===== src/sv/ohsp_pkg.sv =====
`timescale 1ns / 1ps
// ----------------------------------------------------------------------------
// ohsp_pkg
// Shared types and codes for the OBEX header stream parser: parse phases,
// header formats, result kinds, register indexes and the state record.
// ----------------------------------------------------------------------------
package ohsp_pkg;

   localparam int unsigned BYTE_W   = 8;
   localparam int unsigned KIND_W   = 3;
   localparam int unsigned VALUE_W  = 32;
   localparam int unsigned LEN_W    = 16;
   localparam int unsigned CHAR_N_W = LEN_W - 1;
   localparam int unsigned TERM_W   = 3;
   localparam int unsigned ACC_W    = 24;
   localparam int unsigned IDX_W    = 2;

   localparam logic [TERM_W-1:0]   TERM_BYTES   = TERM_W'(4);
   localparam logic [LEN_W-1:0]    LEN_OVERHEAD = LEN_W'(3);
   localparam logic [LEN_W-1:0]    LEN_MIN_CHAR = LEN_W'(9);
   localparam logic [CHAR_N_W-1:0] CHAR_TRIM    = CHAR_N_W'(2);
   localparam logic [IDX_W-1:0]    IDX_LAST     = IDX_W'(3);

   typedef enum logic [2:0] {
      PH_CODE    = 3'd0,
      PH_LEN_HI  = 3'd1,
      PH_LEN_LO  = 3'd2,
      PH_UNICODE = 3'd3,
      PH_TERM    = 3'd4,
      PH_SEQ     = 3'd5,
      PH_SINGLE  = 3'd6,
      PH_FOUR    = 3'd7
   } phase_type;

   // top two bits of a header code
   typedef enum logic [1:0] {
      FMT_UNICODE = 2'b00,
      FMT_SEQ     = 2'b01,
      FMT_SINGLE  = 2'b10,
      FMT_FOUR    = 2'b11
   } fmt_type;

   typedef enum logic [KIND_W-1:0] {
      KIND_CHAR   = 3'd0,
      KIND_SEQ    = 3'd1,
      KIND_SINGLE = 3'd2,
      KIND_FOUR   = 3'd3,
      KIND_END    = 3'd4
   } kind_type;

   typedef enum logic {
      CSR_FORCED_A = 1'b0,
      CSR_FORCED_B = 1'b1
   } csr_index_type;

   typedef struct packed {
      phase_type           phase;
      logic [BYTE_W-1:0]   code;
      logic [BYTE_W-1:0]   len_high;
      logic [LEN_W-1:0]    remaining;
      logic [TERM_W-1:0]   term_left;
      logic [BYTE_W-1:0]   char_high;
      logic [ACC_W-1:0]    acc;
      logic [IDX_W-1:0]    acc_idx;
   } state_type;

   typedef struct packed {
      logic [BYTE_W-1:0]   code;
      kind_type            kind;
      logic [VALUE_W-1:0]  value;
      logic                last;
   } result_type;

   function automatic fmt_type format_of(input logic [BYTE_W-1:0] code,
                                         input logic [BYTE_W-1:0] forced_a,
                                         input logic [BYTE_W-1:0] forced_b);
      fmt_type f;
      if (code == forced_a || code == forced_b) begin
         f = FMT_FOUR;
      end else begin
         f = fmt_type'(code[BYTE_W-1 -: 2]);
      end
      return f;
   endfunction

endpackage


===== src/sv/obex_header_stream_parser.sv =====
`timescale 1ns / 1ps
// ----------------------------------------------------------------------------
// obex_header_stream_parser
// Parses a byte stream of OBEX headers into characters, bytes and integer
// values, flagging the last result of each header.
//
//   channel   dir  beat content
//   req_      in   one header byte
//   rsp_      out  header code, value, kind, last-of-header flag
//   csr_      in   forced four-byte header codes a and b
//
// one byte is taken every cycle while req_tready is high; a result appears in the
// cycle after its byte, held in the one-entry result register
// req_tready drops only while a result is held and rsp_tready is low
// synchronous reset returns the parser to expecting a header code and
// loads the forced codes with 0xf0 and 0xf1
// ----------------------------------------------------------------------------
module obex_header_stream_parser
   import ohsp_pkg::*;
(
   input  logic          clock,
   input  logic          reset,

   input  logic          req_tvalid,
   output logic          req_tready,
   input  logic [7:0]    req_tdata,    // data_byte

   output logic          rsp_tvalid,
   input  logic          rsp_tready,
   output logic [39:0]   rsp_tdata,    // header_code [7:0], item_value [39:8]
   output logic [2:0]    rsp_tuser,    // item_kind
   output logic          rsp_tlast,    // header_last

   input  logic          csr_wr_en,
   input  logic          csr_addr,
   input  logic [7:0]    csr_wr_data
);

   state_type          state_ff, state_in, state_nxt;
   logic [BYTE_W-1:0]  forced_a_ff, forced_a_in;
   logic [BYTE_W-1:0]  forced_b_ff, forced_b_in;
   logic               rsp_valid_ff, rsp_valid_in;
   result_type         rsp_ff, rsp_in;
   logic               step_valid;
   result_type         step_res;
   logic               req_beat;

   assign req_tready = !rsp_valid_ff || rsp_tready;
   assign req_beat   = req_tvalid && req_tready;

   ohsp_step u_step (
      .state_cur (state_ff),
      .data_byte (req_tdata),
      .forced_a  (forced_a_ff),
      .forced_b  (forced_b_ff),
      .state_nxt (state_nxt),
      .res_valid (step_valid),
      .res       (step_res)
   );

   always_comb begin
      forced_a_in = forced_a_ff;
      forced_b_in = forced_b_ff;
      if (csr_wr_en) begin
         unique case (csr_index_type'(csr_addr))
            CSR_FORCED_A: forced_a_in = csr_wr_data;
            CSR_FORCED_B: forced_b_in = csr_wr_data;
         endcase
      end
   end

   always_comb begin
      state_in     = state_ff;
      rsp_valid_in = rsp_valid_ff;
      rsp_in       = rsp_ff;
      if (rsp_tready) begin
         rsp_valid_in = 1'b0;
      end
      if (req_beat) begin
         state_in = state_nxt;
         if (step_valid) begin
            rsp_valid_in = 1'b1;
            rsp_in       = step_res;
         end
      end
   end

   always_ff @(posedge clock) begin
      if (reset) begin
         state_ff.phase     <= PH_CODE;
         state_ff.code      <= '0;
         state_ff.len_high  <= '0;
         state_ff.remaining <= '0;
         state_ff.term_left <= '0;
         state_ff.char_high <= '0;
         state_ff.acc       <= '0;
         state_ff.acc_idx   <= '0;
         forced_a_ff        <= 8'hf0;
         forced_b_ff        <= 8'hf1;
         rsp_valid_ff       <= 1'b0;
      end else begin
         state_ff     <= state_in;
         forced_a_ff  <= forced_a_in;
         forced_b_ff  <= forced_b_in;
         rsp_valid_ff <= rsp_valid_in;
      end
   end

   always_ff @(posedge clock) begin
      rsp_ff <= rsp_in;
   end

   assign rsp_tvalid = rsp_valid_ff;
   assign rsp_tdata  = {rsp_ff.value, rsp_ff.code};
   assign rsp_tuser  = rsp_ff.kind;
   assign rsp_tlast  = rsp_ff.last;

`ifndef SYNTHESIS
   a_term_nonzero: assert property (@(posedge clock) disable iff (reset)
      (state_ff.phase == PH_TERM) |-> (state_ff.term_left != '0))
      else $error("terminator count empty while skipping terminators");

   a_body_nonzero: assert property (@(posedge clock) disable iff (reset)
      (state_ff.phase == PH_UNICODE || state_ff.phase == PH_SEQ)
         |-> (state_ff.remaining != '0))
      else $error("body phase with nothing left");

   a_idx_in_four: assert property (@(posedge clock) disable iff (reset)
      (state_ff.acc_idx != '0) |-> (state_ff.phase == PH_FOUR))
      else $error("integer byte index set outside four-byte phase");

   a_single_result: assert property (@(posedge clock) disable iff (reset)
      (req_beat && state_ff.phase == PH_SINGLE) |=> (rsp_tvalid && rsp_tlast))
      else $error("single-byte header gave no final result");
`endif

endmodule


===== src/sv/ohsp_step.sv =====
`timescale 1ns / 1ps
// ----------------------------------------------------------------------------
// ohsp_step
// Next-state and result logic for one header byte: decodes the phase,
// tracks lengths and counters, and forms at most one result per byte.
// ----------------------------------------------------------------------------
module ohsp_step
   import ohsp_pkg::*;
(
   input  state_type          state_cur,
   input  logic [BYTE_W-1:0]  data_byte,
   input  logic [BYTE_W-1:0]  forced_a,
   input  logic [BYTE_W-1:0]  forced_b,
   output state_type          state_nxt,
   output logic               res_valid,
   output result_type         res
);

   fmt_type              fmt_cur;
   fmt_type              fmt_new;
   logic [LEN_W-1:0]     len;
   logic [LEN_W-1:0]     len_body;
   logic [CHAR_N_W-1:0]  char_count;
   logic [LEN_W-1:0]     rem_dec;
   logic [TERM_W-1:0]    term_dec;

   assign fmt_cur  = format_of(state_cur.code, forced_a, forced_b);
   assign fmt_new  = format_of(data_byte, forced_a, forced_b);
   assign len      = {state_cur.len_high, data_byte};
   assign len_body = len - LEN_OVERHEAD;
   assign char_count = (len >= LEN_MIN_CHAR) ? (len_body[LEN_W-1:1] - CHAR_TRIM)
                                             : '0;
   assign rem_dec  = state_cur.remaining - LEN_W'(1);
   assign term_dec = (state_cur.term_left != '0) ? state_cur.term_left - TERM_W'(1)
                                                 : state_cur.term_left;

   always_comb begin
      state_nxt  = state_cur;
      res_valid  = 1'b0;
      res.code   = state_cur.code;
      res.kind   = KIND_END;
      res.value  = '0;
      res.last   = 1'b0;

      unique case (state_cur.phase)
         PH_CODE: begin
            state_nxt.code = data_byte;
            unique case (fmt_new)
               FMT_SINGLE: begin
                  state_nxt.phase = PH_SINGLE;
               end
               FMT_FOUR: begin
                  state_nxt.acc     = '0;
                  state_nxt.acc_idx = '0;
                  state_nxt.phase   = PH_FOUR;
               end
               FMT_UNICODE, FMT_SEQ: begin
                  state_nxt.phase = PH_LEN_HI;
               end
            endcase
         end

         PH_LEN_HI: begin
            state_nxt.len_high = data_byte;
            state_nxt.phase    = PH_LEN_LO;
         end

         PH_LEN_LO: begin
            if (fmt_cur == FMT_UNICODE) begin
               state_nxt.term_left = TERM_BYTES;
               if (char_count == '0) begin
                  state_nxt.remaining = '0;
                  state_nxt.phase     = PH_TERM;
                  res_valid           = 1'b1;
                  res.last            = 1'b1;
               end else begin
                  state_nxt.remaining = {char_count, 1'b0};
                  state_nxt.phase     = PH_UNICODE;
               end
            end else if (len <= LEN_OVERHEAD) begin
               state_nxt.remaining = '0;
               state_nxt.phase     = PH_CODE;
               res_valid           = 1'b1;
               res.last            = 1'b1;
            end else begin
               state_nxt.remaining = len_body;
               state_nxt.phase     = PH_SEQ;
            end
         end

         PH_UNICODE: begin
            state_nxt.remaining = rem_dec;
            if (!state_cur.remaining[0]) begin
               state_nxt.char_high = data_byte;
            end else begin
               if (rem_dec == '0) begin
                  state_nxt.phase = PH_TERM;
               end
               res_valid = 1'b1;
               res.kind  = KIND_CHAR;
               res.value = {16'h0000, state_cur.char_high, data_byte};
               res.last  = (rem_dec == '0);
            end
         end

         PH_TERM: begin
            state_nxt.term_left = term_dec;
            if (term_dec == '0) begin
               state_nxt.phase = PH_CODE;
            end
         end

         PH_SEQ: begin
            state_nxt.remaining = rem_dec;
            if (rem_dec == '0) begin
               state_nxt.phase = PH_CODE;
            end
            res_valid = 1'b1;
            res.kind  = KIND_SEQ;
            res.value = {24'h000000, data_byte};
            res.last  = (rem_dec == '0);
         end

         PH_SINGLE: begin
            state_nxt.phase = PH_CODE;
            res_valid = 1'b1;
            res.kind  = KIND_SINGLE;
            res.value = {24'h000000, data_byte};
            res.last  = 1'b1;
         end

         PH_FOUR: begin
            if (state_cur.acc_idx != IDX_LAST) begin
               state_nxt.acc     = {state_cur.acc[ACC_W-BYTE_W-1:0], data_byte};
               state_nxt.acc_idx = state_cur.acc_idx + IDX_W'(1);
            end else begin
               state_nxt.acc_idx = '0;
               state_nxt.acc     = '0;
               state_nxt.phase   = PH_CODE;
               res_valid = 1'b1;
               res.kind  = KIND_FOUR;
               res.value = {state_cur.acc, data_byte};
               res.last  = 1'b1;
            end
         end
      endcase
   end

endmodule


===== config.mk =====
export PLATFORM = sky130hd
export DESIGN_NAME = obex_header_stream_parser
export DESIGN_NICKNAME = d
export VERILOG_FILES = /design/src/sv/ohsp_pkg.sv /design/src/sv/obex_header_stream_parser.sv /design/src/sv/ohsp_step.sv
export SDC_FILE = /design/constraint.sdc
export NUM_CORES = 1
export LEC_CHECK = 0
export BUFFER_PORTS_ARGS = -buffer_cell sky130_fd_sc_hd__buf_2
export CAP_MARGIN = 20
export CELL_PAD_IN_SITES_DETAIL_PLACEMENT = 1
export CELL_PAD_IN_SITES_GLOBAL_PLACEMENT = 1
export CORE_UTILIZATION = 35
export DETAILED_ROUTE_END_ITERATION = 7
export HOLD_SLACK_MARGIN = 0.06
export PLACE_DENSITY_LB_ADDON = 0.1
export SETUP_SLACK_MARGIN = 0.2
export SYNTH_ARGS = -nofsm -noshare
export SYNTH_HDL_FRONTEND = slang
export SYNTH_SLANG_ARGS = --single-unit

===== constraint.sdc =====
create_clock -name clock -period 7.66 [get_ports clock]
set_clock_uncertainty 0.15 [all_clocks]
set_input_delay 1.915 -clock clock [delete_from_list [all_inputs] [get_ports clock]]
set_output_delay 1.915 -clock clock [all_outputs]
set_load 0.01 [all_outputs]

Word-level counts from Yosys, hierarchy flattened. Index checks and enable logic that the tools add are counted.

Output and inout port bits: 46. Register bits after elaboration: 133. Bits of input ports: 22. Word-level logic and storage cells: 110.

Mux-type cells: 36. Reductions and logical operators: 28. Eq/ne operators: 22. Magnitude comparators: 2. $add $sub $neg: 5. Bitwise operators: 2.

Operators by type and width (count): $pmux 35 s4 (1); $mux 36 (2); $mux 26 (2); $pmux 26 s2 (1); $mux 16 (3); $eq 8x8->1 (4); $pmux 16 s2 (1); $mux 3 (10); $pmux 3 s8 (1); $ge 16x4->1 const B (1); $le 16x2->1 const B (1); $logic_not 16->1 (1); $sub 16x1->16 const B (1); $sub 16x2->16 const B (1); $logic_not 15->1 (1); $mux 15 (1); $sub 15x2->15 const B (1); $eq 3x3->1 const B (4); $reduce_and 2->1 (6); $pmux 3 s3 (1); $reduce_and 3->1 (3); $mux 1 (8); $ne 2x1->1 const B (4); $ne 2x2->1 const B (4); 20 further kinds (32).

Logic depth before layout (Yosys ltp).
Word-level depth: 9. Mapped depth: 14. Depth with buffers taken out: 11.

By module. From an unflattened synthesis, not the netlist that was laid out.

Cells, all modules: 988. Area, all modules: 8653.3 sq um.

Modules (own cells, without submodules): obex_header_stream_parser (times used 1, seq. area each 3103.0 sq um, area each 5089.9 sq um, cells each 445); ohsp_step (times used 1, seq. area each 0.0 sq um, area each 3563.4 sq um, cells each 543).

Worst setup path before layout. No wires, ideal clock.

Path kind: input to register. Start point: input req_tdata[0]. End point: register rsp_ff, in the netlist rsp_tdata[0] (enable). Path buffers: 2. Setup time: 0.446 ns. Arrival: 6.125 ns. Stages: 11. Data required time: 7.064 ns. Path slack: 0.939 ns. Cells stage by stage: ha_1 -> buf_2 -> or3b_2 -> a221oi_4 -> nand2_1 -> o22a_1 -> o41ai_2 -> and4_1 -> buf_6 -> a31oi_1 -> nor2_1.

Longest elaborated chain between the ends: 8. Elaborated cells on any way between the ends: 11. Those cells by class: 2 x add/sub; 2 x order compare; 5 x mux; 2 x reduce/logical.

RTL lines: from (decl) (RTL line obex_header_stream_parser.sv:26) `input logic [7:0] req_tdata,`; $sub 16x2->16 (RTL line ohsp_step.sv:30) `assign len_body = len - LEN_OVERHEAD;`; $sub 15x2->15 (RTL line ohsp_step.sv:31) `assign char_count = (len >= LEN_MIN_CHAR) ? (len_body[LEN_W-1:1] - CHAR_TRIM)`; $mux 15 (RTL line ohsp_step.sv:31); $logic_not 15->1 (RTL line ohsp_step.sv:71) `if (char_count == '0) begin`; $mux 1 (RTL line ohsp_step.sv:71); $mux 1 (*) (RTL line ohsp_step.sv:69) `if (fmt_cur == FMT_UNICODE) begin`; $pmux 1 s4 (*) (RTL line ohsp_step.sv:45) `unique case (state_cur.phase)`; $reduce_and 2->1 (no line) (*); to (signal assigned) (RTL line obex_header_stream_parser.sv:110) `rsp_ff <= rsp_in;`; to (decl) (RTL line obex_header_stream_parser.sv:43) `result_type rsp_ff, rsp_in;`.

Mark *: on every way between the ends. The rest lies on a longest branch, timed or not. A chain may end at the register's enable or synchronous reset.

Final worst setup path.
Start point: input req_tdata[4]. End point: register rsp_ff, in the netlist rsp_tdata[14] (enable).

Same word-level chain as after synthesis.

==> out/qor.yml <==
drt:
  viasPerCell: 5.52
  wl_per_cell_um: 19.1
  wl_mm: 22.3
  drc_errors: 0
  remaining_number_of_nets_flagged_by_the_antenna_check_after_routing: 0
  first_pass_iters: 4
  drt_iter0_markers: 343
  dr_total_vias: 6441
timing:
  fin_ws_ns: 1.71
  finalWorstPathRequiredPeriod_ns: 5.95
  tightestPinTransition_ns: 1.06
  grt_setup_unrepaired: "no"
  timing.final.setup_violations: 0
  drv_slew: 0
  max_freq_mhz: 168
  final.setup.tns_ns: 0
  maxSlewHeadroom_pct: 28.6
  timing.final.crit_share_pct: 77.7
  final_hold_viol_count: 0
placement:
  place_congestion: 0.838
  io_buffer_count: 67
  place.detailed.hpwl_mm: 15.5
  preCtsSetupSlack_ns: 1.31
  placed_cells: 1135
  placedInstanceArea_um2: 7770
synth:
  count_of_warnings_emitted_by_yosys: 0
  mappedNetlistArea_um2: 7280
  synth_edf_count: 44
  yosysSeqAreaShare_pct: 42.6
  synth_cell_types: 73
  post-synth-top-area-fraction_pct: 24.5
  top_cells_by_area_synth: "sky130_fd_sc_hd__dfxtp_1, sky130_fd_sc_hd__edfxtp_1, sky130_fd_sc_hd__nand2_1"
  synthDominantAreaCellType: "sky130_fd_sc_hd__dfxtp_1"
  post_synth_inst_count: 850
  post_synth_most_frequent_cells: "sky130_fd_sc_hd__nand2_1, sky130_fd_sc_hd__dfxtp_1, sky130_fd_sc_hd__a21oi_1, sky130_fd_sc_hd__nand3_1, sky130_fd_sc_hd__nor2_1"
  postSynthAreaPerCell_um2: 8.57
  dominantRegCellSynth: "sky130_fd_sc_hd__dfxtp_1"
  yosysMostFrequentCell: "sky130_fd_sc_hd__nand2_1"
  mappedNetlistNets: 882
  ys_ff_latch: 133
  post_synthesis_async_set_or_reset_flop_share_pct: 0
global_route:
  via_count_of_the_first_global_routing_pass: 6511
  grt_use_total_pct: 21.3
  maximum_number_of_pins_on_one_net_before_global_route_repair: 65
  residual_overflow_from_global_routing: 0
  number_of_antenna_violations_at_the_first_check_in_global_routing: 0
  grt_first_pass_wirelength_mm: 36.1
clocking:
  cts.repair_timing.setup_buffer_count: 0
  number_of_hold_buffers_added_after_cts: 0
  cts_buffer_depth: 2
  post_cts_resize_count: 0
  cts_made_buffers: 17
  tritoncts_num_sinks: 133
  worst_skew_pair.late_latency_ns: 0.42
  htreeDepth: 4
  clk_root_buffer_cell: "sky130_fd_sc_hd__clkbuf_16"
  clock_pin_slew_worst_setup_and_hold_paths_ns: 0.06
  cts_tree: "built"
layout:
  post_route_cells_drive_above_1_share_pct: 13.8
  num_antenna_cells: 0
  fillcell_total: 2407
  flow.area_growth_from_synthesis_pct: 15.1
  postLayoutCellArea_um2: 8390
  design.final.nets: 916
  fin_cells: 1167
critical_path:
  slowest_stage: "sky130_fd_sc_hd__nor3_1"
  crit_type: "in2reg"
  crit_cells: 11
  cp_max_fo: 44
  worstRegToRegCells: 10
  path_buf_inv: 2
  cp-start-kind: "input port"
  timing.critical_path.arrival_ns: 5.85
  worst_setup_path_end_kind: "register"
  critPathRequiredTime_ns: 7.56
  gate_family_responsible_for_the_most_delay_along_the_worst_path: "simple AND/OR/NAND/NOR gates"
  worst_path_largest_cell_delay_ns: 0.91
  path_cells: "buf_2 -> nor3_1 -> nand3_1 -> xor2_1 -> nand2_1 -> o22a_1 -> o41ai_2 -> and4_1 -> a31oi_1 -> nor2_4 -> buf_4"
floorplanning:
  rows: 52
  die_height_um: 146
  area_of_the_die_um2: 21400
  placeableCoreArea_um2: 20300
  floorplan.io_pins: 68
  die_width_um: 146
  initial_utilization_pct: 35.9
flow_run:
  cap_viol_max_count: 0
min_path:
  worstHoldPathType: "reg2reg"
  hold_depth: 2
pwr:
  power_density_nw_per_um2: 263
  power.ir.vdd_worst_mv: 0.172
  leakage_nw: 3.13
status:
  status: "complete, no violations"
==> per-layer routing <==
layer	vias to the layer above	GRT usage (%)	wire, um
met2	115	34.5	10500
met4	0	6.46	340
met1	3172	29.6	10800
li1	3128	-	-
met3	26	2.84	658
met5	-	0	0
==> placed cells by master, fill, tap and decap left out, types with 12 or more instances in the layout <==
cell type                   instances
sky130_fd_sc_hd__nand2_1          106
sky130_fd_sc_hd__dfxtp_1           89
sky130_fd_sc_hd__a21oi_1           76
sky130_fd_sc_hd__nand3_1           75
sky130_fd_sc_hd__buf_2             67
sky130_fd_sc_hd__nor2_1            61
sky130_fd_sc_hd__edfxtp_1          44
sky130_fd_sc_hd__xor2_1            32
sky130_fd_sc_hd__o21ai_0           30
sky130_fd_sc_hd__nor3_1            26
sky130_fd_sc_hd__xnor2_1           26
sky130_fd_sc_hd__and3_1            18
sky130_fd_sc_hd__clkbuf_16         17
sky130_fd_sc_hd__inv_1             14
sky130_fd_sc_hd__nand4_1           12
sky130_fd_sc_hd__a31oi_1           12
==> where the power goes <==
part / internal [mW] / switching (mW) / leakage (nW) / total, mW
logic: 0.173 / 0.324 / 1.69 / 0.497
clock network: 0.522 / 0.348 / 0.300 / 0.870
registers: 0.778 / 0.0597 / 1.14 / 0.837
==> final timing paths <==
| check | slack, ns | startpoint | end |
|---|---|---|---|
| max reg2reg | 3.54 | state_ff[53] | rsp_tdata[14] |
| min | 0.31 | state_ff[18] | state_ff[18] |
| max | 1.71 | req_tdata[4] | rsp_tdata[14] |
| min reg2reg | 0.31 | state_ff[18] | state_ff[18] |
==> cell type report <==
| class | instances | area, um2 | share of cell area, % |
|---|---|---|---|
| clock buffer | 17 | 425 | 5.07 |
| timing repair buffer | 76 | 403 | 4.80 |
| clock inverter | 15 | 191 | 2.28 |
| sequential | 133 | 3100 | 37.0 |
| multi-input combinational | 642 | 3870 | 46.2 |
| tap | 270 | 338 | 4.03 |
| inverter | 14 | 52.6 | 0.627 |
==> metrics by stage <==
| stage | hold WS (ns) | util, % | total power, mW |
|---|---|---|---|
| floorplan | 0.277 | - | 1.20 |
| global placement | 0.286 | 38.3 | 1.33 |
| detailed placement | 0.297 | 38.3 | 1.34 |
| CTS | 0.308 | 41.3 | 2.22 |
| global route | 0.319 | 41.3 | 2.31 |
| finish | 0.307 | 41.3 | 2.20 |
==> registers in the layout (all words and copies together), names as in the netlist <==
register     flops
state_ff        72
rsp_tdata       40
forced_b_ff      8
rsp_tlast        1
rsp_tvalid       1
rsp_tuser        3
forced_a_ff      8
==> worst min-delay path: stages, from the launching register on <==
cell and delay (ns):
sky130_fd_sc_hd__dfxtp_1 0.31, sky130_fd_sc_hd__nand2_1 0.05, sky130_fd_sc_hd__a21oi_1 0.05
==> logic make-up (layout without fill, tap and decap cells) <==
logic type               count (synthesis)  after routing  synth area share, %
AO/OA/AOI/OAI                          195            195                 18.0
XOR/XNOR                                58             58                 6.97
adder cells (fa/ha/maj)                 10             10                 1.72
buffers and inverters                   75            122                 4.35
flip-flops                             133            133                 42.6
multiplexers                             8              8                 1.10
AND/OR/NAND/NOR                        371            371                 25.3
Note: power is estimated with default switching activity, not from simulation.
